### src/rvx_pkg.sv
// Shared types and constants of the RV64I subset executor.
// Used by every module of the block; depends on nothing.
`timescale 1ns / 1ps
`default_nettype none

package rvx_pkg;

    localparam int XLEN       = 64;
    localparam int ILEN       = 32;
    localparam int TRACE_W    = 16;
    localparam int REG_COUNT  = 32;
    localparam int RF_AW      = 5;
    localparam int DATA_WORDS = 128;
    localparam int DS_AW      = (DATA_WORDS > 1) ? $clog2(DATA_WORDS) : 1;

    localparam logic [6:0] OP_REG    = 7'b0110011;
    localparam logic [6:0] OP_IMM    = 7'b0010011;
    localparam logic [6:0] OP_LOAD   = 7'b0000011;
    localparam logic [6:0] OP_STORE  = 7'b0100011;
    localparam logic [6:0] OP_LUI    = 7'b0110111;
    localparam logic [6:0] OP_AUIPC  = 7'b0010111;
    localparam logic [6:0] OP_JAL    = 7'b1101111;
    localparam logic [6:0] OP_JALR   = 7'b1100111;
    localparam logic [6:0] OP_BRANCH = 7'b1100011;

    localparam logic [6:0] F7_BASE = 7'b0000000;
    localparam logic [6:0] F7_ALT  = 7'b0100000;

    localparam logic [2:0] F3_ADD  = 3'd0;
    localparam logic [2:0] F3_SLL  = 3'd1;
    localparam logic [2:0] F3_SLT  = 3'd2;
    localparam logic [2:0] F3_SLTU = 3'd3;
    localparam logic [2:0] F3_XOR  = 3'd4;
    localparam logic [2:0] F3_SR   = 3'd5;
    localparam logic [2:0] F3_OR   = 3'd6;
    localparam logic [2:0] F3_AND  = 3'd7;

    localparam logic [2:0] F3_LB   = 3'd0;
    localparam logic [2:0] F3_LH   = 3'd1;
    localparam logic [2:0] F3_LW   = 3'd2;
    localparam logic [2:0] F3_LD   = 3'd3;
    localparam logic [2:0] F3_LBU  = 3'd4;
    localparam logic [2:0] F3_LHU  = 3'd5;
    localparam logic [2:0] F3_LWU  = 3'd6;
    localparam logic [2:0] F3_LBAD = 3'd7;

    localparam logic [2:0] F3_SB   = 3'd0;
    localparam logic [2:0] F3_SH   = 3'd1;
    localparam logic [2:0] F3_SW   = 3'd2;
    localparam logic [2:0] F3_SD   = 3'd3;

    localparam logic [2:0] F3_JALR = 3'd0;

    localparam logic [2:0] F3_BEQ  = 3'd0;
    localparam logic [2:0] F3_BNE  = 3'd1;
    localparam logic [2:0] F3_BLT  = 3'd4;
    localparam logic [2:0] F3_BGE  = 3'd5;
    localparam logic [2:0] F3_BLTU = 3'd6;
    localparam logic [2:0] F3_BGEU = 3'd7;

    typedef struct packed {
        logic               rf_we;
        logic [RF_AW-1:0]   rf_addr;
        logic [XLEN-1:0]    rf_data;
        logic               dm_we;
        logic               dm_re;
        logic [DS_AW-1:0]   dm_addr;
        logic [XLEN-1:0]    dm_data;
        logic [TRACE_W-1:0] trace;
        logic [XLEN-1:0]    npc;
        logic               bad;
    } t_exu_res;

endpackage

`default_nettype wire

### src/rvx_rf.sv
// Integer register file: 32 x 64 bits, one write port, two registered read ports.
// Entries never written read as zero; a write in the read cycle is forwarded. Uses rvx_pkg.
`timescale 1ns / 1ps
`default_nettype none

module rvx_rf import rvx_pkg::*; (
    input  logic              i_clk,
    input  logic              i_rst_n,
    input  logic              i_re,
    input  logic [RF_AW-1:0]  i_ra1,
    input  logic [RF_AW-1:0]  i_ra2,
    input  logic              i_we,
    input  logic [RF_AW-1:0]  i_wa,
    input  logic [XLEN-1:0]   i_wd,
    output logic [XLEN-1:0]   o_rd1,
    output logic [XLEN-1:0]   o_rd2
);

    logic [XLEN-1:0]      r_mem [REG_COUNT];
    logic [REG_COUNT-1:0] r_vld;
    logic [XLEN-1:0]      r_rd1;
    logic [XLEN-1:0]      r_rd2;
    logic                 wr_ok;

    assign wr_ok = i_we && (i_wa != '0);

    always_ff @(posedge i_clk) begin
        if (!i_rst_n) begin
            r_vld <= '0;
        end else if (wr_ok) begin
            r_vld[i_wa] <= 1'b1;
        end
    end

    always_ff @(posedge i_clk) begin
        if (wr_ok) begin
            r_mem[i_wa] <= i_wd;
        end
    end

    always_ff @(posedge i_clk) begin
        if (i_re) begin
            if (wr_ok && (i_wa == i_ra1)) begin
                r_rd1 <= i_wd;
            end else begin
                r_rd1 <= r_vld[i_ra1] ? r_mem[i_ra1] : '0;
            end
            if (wr_ok && (i_wa == i_ra2)) begin
                r_rd2 <= i_wd;
            end else begin
                r_rd2 <= r_vld[i_ra2] ? r_mem[i_ra2] : '0;
            end
        end
    end

    assign o_rd1 = r_rd1;
    assign o_rd2 = r_rd2;

endmodule

`default_nettype wire

### config.mk
export PLATFORM = sky130hd
export DESIGN_NAME = rvx_rf
export DESIGN_NICKNAME = d
export VERILOG_FILES = /design/src/rvx_pkg.sv /design/src/rvx_rf.sv
export SDC_FILE = /design/constraint.sdc
export NUM_CORES = 2
export LEC_CHECK = 0
export BUFFER_PORTS_ARGS = -buffer_cell sky130_fd_sc_hd__buf_4
export CAP_MARGIN = 25
export CORE_MARGIN = 3
export CORE_UTILIZATION = 30
export DETAILED_ROUTE_END_ITERATION = 8
export GPL_ROUTABILITY_DRIVEN = 0
export PLACE_DENSITY_LB_ADDON = 0.08
export SKIP_CTS_REPAIR_TIMING = 1
export SLEW_MARGIN = 20
export SYNTH_ARGS = -nofsm -noshare
export SYNTH_HDL_FRONTEND = slang
export SYNTH_SLANG_ARGS = --single-unit
### constraint.sdc
create_clock -name i_clk -period 12.4 [get_ports i_clk]
set_clock_uncertainty 0.2 [all_clocks]
set_input_delay 1.24 -clock i_clk [delete_from_list [all_inputs] [get_ports i_clk]]
set_output_delay 1.24 -clock i_clk [all_outputs]
set_load 0.02 [all_outputs]
==> qor.yml <==
status: "finished, final reports clean"
cp-end-kind: "flop"
wl_met2_um: 192000
worst_slack_ns: 7.36
cp.required_ns: 12.82
drv_slew: 0
min_period_ns: 5.04
cp.depth: 9
grt_overflow: 0
insertion_delay_ns: 0.91
root_buffer: "clkbuf_16"
start_util_pct: 30.2
drc: 0
ys_async_sr_fraction_pct: 0
crit_chain: "buf_8 > buf_12 > buf_4 > buf_4 > mux4_2 > mux4_2 > nor2b_1 > a31oi_1 > o21ai_0"
ir_worst_vdd_uv: 94.3
max_slew_margin_pct: 24.8
seqPwrFrac_pct: 47.8
slowest_stage: "buf_4"
clock-sinks: 2208
routed-via-count: 59200
setup_tns_ns: 0
dp_hpwl_um: 201000
drt_iter0_drc: 5454
cts_tree: "built"
hold_ws_ns: 0.290
drive_gt1_share_pct: 27.6
nets: 5717
core_mm2: 0.337
synth_edf_count: 2176
io_pins: 211
rsz0062_at_grt: "no"
critPathArrivalTime_ns: 5.46
ys_seq_area_share_pct: 64.9
rows: 213
switching_power_mw: 4.18
yosys_warnings: 0
antenna_found_initial: 29
switching_share_pct: 23.8
syn_avg_cell_area_um2: 18.9
die_x_um: 588
final_util_pct: 34.8
holdCritPathClass: "reg -> reg"
grt_pass1_wl_um: 533000
syn-instance-count: 5382
syn_area_mm2: 0.102
met1_length_um: 171000
path_clk_slew_ns: 0.05
r2r_slack_ns: 8.54
synth_cell_types: 48
portBuffers: 210
path_max_fanout: 90
r2r_cells: 7
ys_seq_elements: 2208
wl_um: 393000
die_h_um: 588
ctsHtreeMaxLevel: 5
dp_slack_ns: 6.31
grt_max_degree: 104
cp_num_buf_inv: 4
nFillCells: 31600
drv_cap: 0
power.density_mw_per_mm2: 150
setup_violations: 0
period_share_pct: 40.6
met3_length_um: 19800
p_leak_nw: 37.9
synthFlopType: "edfxtp_1"
crit_type: "in -> reg"
hold_viol: 0
ant_nets: 0
start_kind: "primary input"
hold_path_depth: 1
drt-wirelength-per-cell_um: 38.0
power_frac_comb_pct: 8.4
routed_via_density: 5.72
numCtsBuffers: 269
syn2layout_area_growth_pct: 15.3
highest_layer: "met5"
p_clk_share_pct: 43.9
die-area_mm2: 0.346
slowest_delay_ns: 0.80
tightestPinTransition_ns: 1.13
globalRouteTotalUtil_pct: 22.2
fmax_mhz: 199
p_int_mw: 13.4
grt_pass1_vias: 61100
path_delay_family: "buffers and inverters"
clockBufferDepth: 4
drtPass1Iterations: 6
worst register-to-register path, delay by kind of cell (launching register included):
kind	cells	cell delay, ns
AOI/OAI and AO/OA	2	0.73
buffers and inverters	2	1.30
DFF	1	0.33
muxes	2	0.77
and+or+nand+nor	1	0.21
cells by family after synthesis:
logic type             Yosys count  synth area share [%]
other                            1               0.00369
buffers and inverters          455                  2.16
flip-flops                    2208                  64.9
XOR/XNOR                        10                0.0861
multiplexers                  1488                  24.6
AO/OA/AOI/OAI                  775                  5.96
AND/OR/NAND/NOR                445                  2.27
registers in the layout, summed over array words and instances (netlist names):
| register | flops |
|---|---|
| r_mem | 2048 |
| o_rd1 | 64 |
| o_rd2 | 64 |
| r_vld | 32 |
worst paths after layout:
| check | start | endpoint |
|---|---|---|
| hold reg to reg | r_vld[14]$_SDFFE_PN0P_ | r_vld[14]$_SDFFE_PN0P_ |
| setup / recovery | i_ra2[0] | o_rd2[18]$_DFFE_PP_ |
| setup reg to reg | r_vld[15]$_SDFFE_PN0P_ | o_rd2[47]$_DFFE_PP_ |
| hold / removal | r_vld[14]$_SDFFE_PN0P_ | r_vld[14]$_SDFFE_PN0P_ |
synthesized netlist by cell type, types with 22 or more instances:
cell type / number / area [um^2]
edfxtp_1: 2176 / 65300
buf_2: 145 / 726
mux2i_1: 655 / 6560
dfxtp_1: 32 / 641
nand2b_1: 124 / 776
a22oi_1: 162 / 1220
nand2_1: 71 / 267
nor2_1: 76 / 285
nor3_1: 97 / 485
buf_4: 62 / 465
a21oi_1: 55 / 275
nor4_1: 39 / 244
o31ai_1: 60 / 450
buf_1: 26 / 97.6
a221oi_1: 254 / 2220
o21a_1: 31 / 233
a221o_1: 40 / 400
clkbuf_1: 210 / 788
a22o_1: 64 / 561
mux4_2: 811 / 18300
o21ai_0: 67 / 335
mux2_2: 22 / 248
per-layer routing:
metal | GRT usage (%) | vias up
met1 | 30.4 | 32900
met5 | 0 | -
met4 | 5.72 | 10
met2 | 37.1 | 1934
li1 | - | 23700
met3 | 3.02 | 527
through the flow:
stage          total power [mW]  cells  instance area [um^2]
2_1_floorplan              9.41   5445                102000
3_3_place_gp               10.0   9874                109000
3_5_place_dp               10.0   9878                109000
4_1_cts                    17.8  10300                117000
5_1_grt                    18.2  10300                117000
6_report                   17.6  10400                117000
final cells by class:
type                       count  area (um^2)  share of cell area [%]
clock buffer                 344         7230                    6.17
tap                         4515         5650                    4.82
inverter                       2         15.0                  0.0128
multi-input combinational   2782        34100                    29.1
antenna                        7         17.5                  0.0149
clock inverter               122         1160                   0.990
sequential                  2208        66000                    56.2
timing repair buffer         371         3150                    2.69
placed cells by master (no fill, tap or decap), types with 5 or more instances in the layout:
| cell type | instances |
|---|---|
| conb_1 | 64 |
| o21ai_0 | 67 |
| edfxtp_1 | 2176 |
| nand3b_1 | 8 |
| clkbuf_16 | 277 |
| mux2i_1 | 655 |
| bufinv_16 | 18 |
| clkbuf_1 | 62 |
| nor2_4 | 34 |
| o32ai_1 | 11 |
| a221o_1 | 40 |
| a22oi_1 | 161 |
| a21oi_1 | 55 |
| nand2_1 | 71 |
| nor2_1 | 42 |
| buf_4 | 340 |
| clkbuf_8 | 6 |
| nor2b_1 | 6 |
| o21a_1 | 31 |
| nor4_1 | 37 |
| inv_6 | 8 |
| buf_8 | 9 |
| mux2_2 | 22 |
| a22o_1 | 64 |
| dfxtp_1 | 32 |
| o31ai_1 | 60 |
| o32a_1 | 9 |
| or3_1 | 7 |
| buf_12 | 17 |
| clkinv_8 | 5 |
| diode_2 | 7 |
| clkinv_1 | 50 |
| clkinv_2 | 35 |
| a221oi_1 | 254 |
| mux4_2 | 811 |
| xnor2_1 | 6 |
| nand2b_1 | 124 |
| nor3_1 | 97 |
power by group through the flow:
stage               clock network (mW)  registers (mW)  logic (mW)
finish                            7.71            8.40        1.47
global route                      8.21            8.40        1.56
CTS                               7.93            8.40        1.49
detailed placement                   0            8.55        1.48
global placement                     0            8.55        1.48
floorplan                            0            8.56       0.846
(Power assumes the default switching activity.)
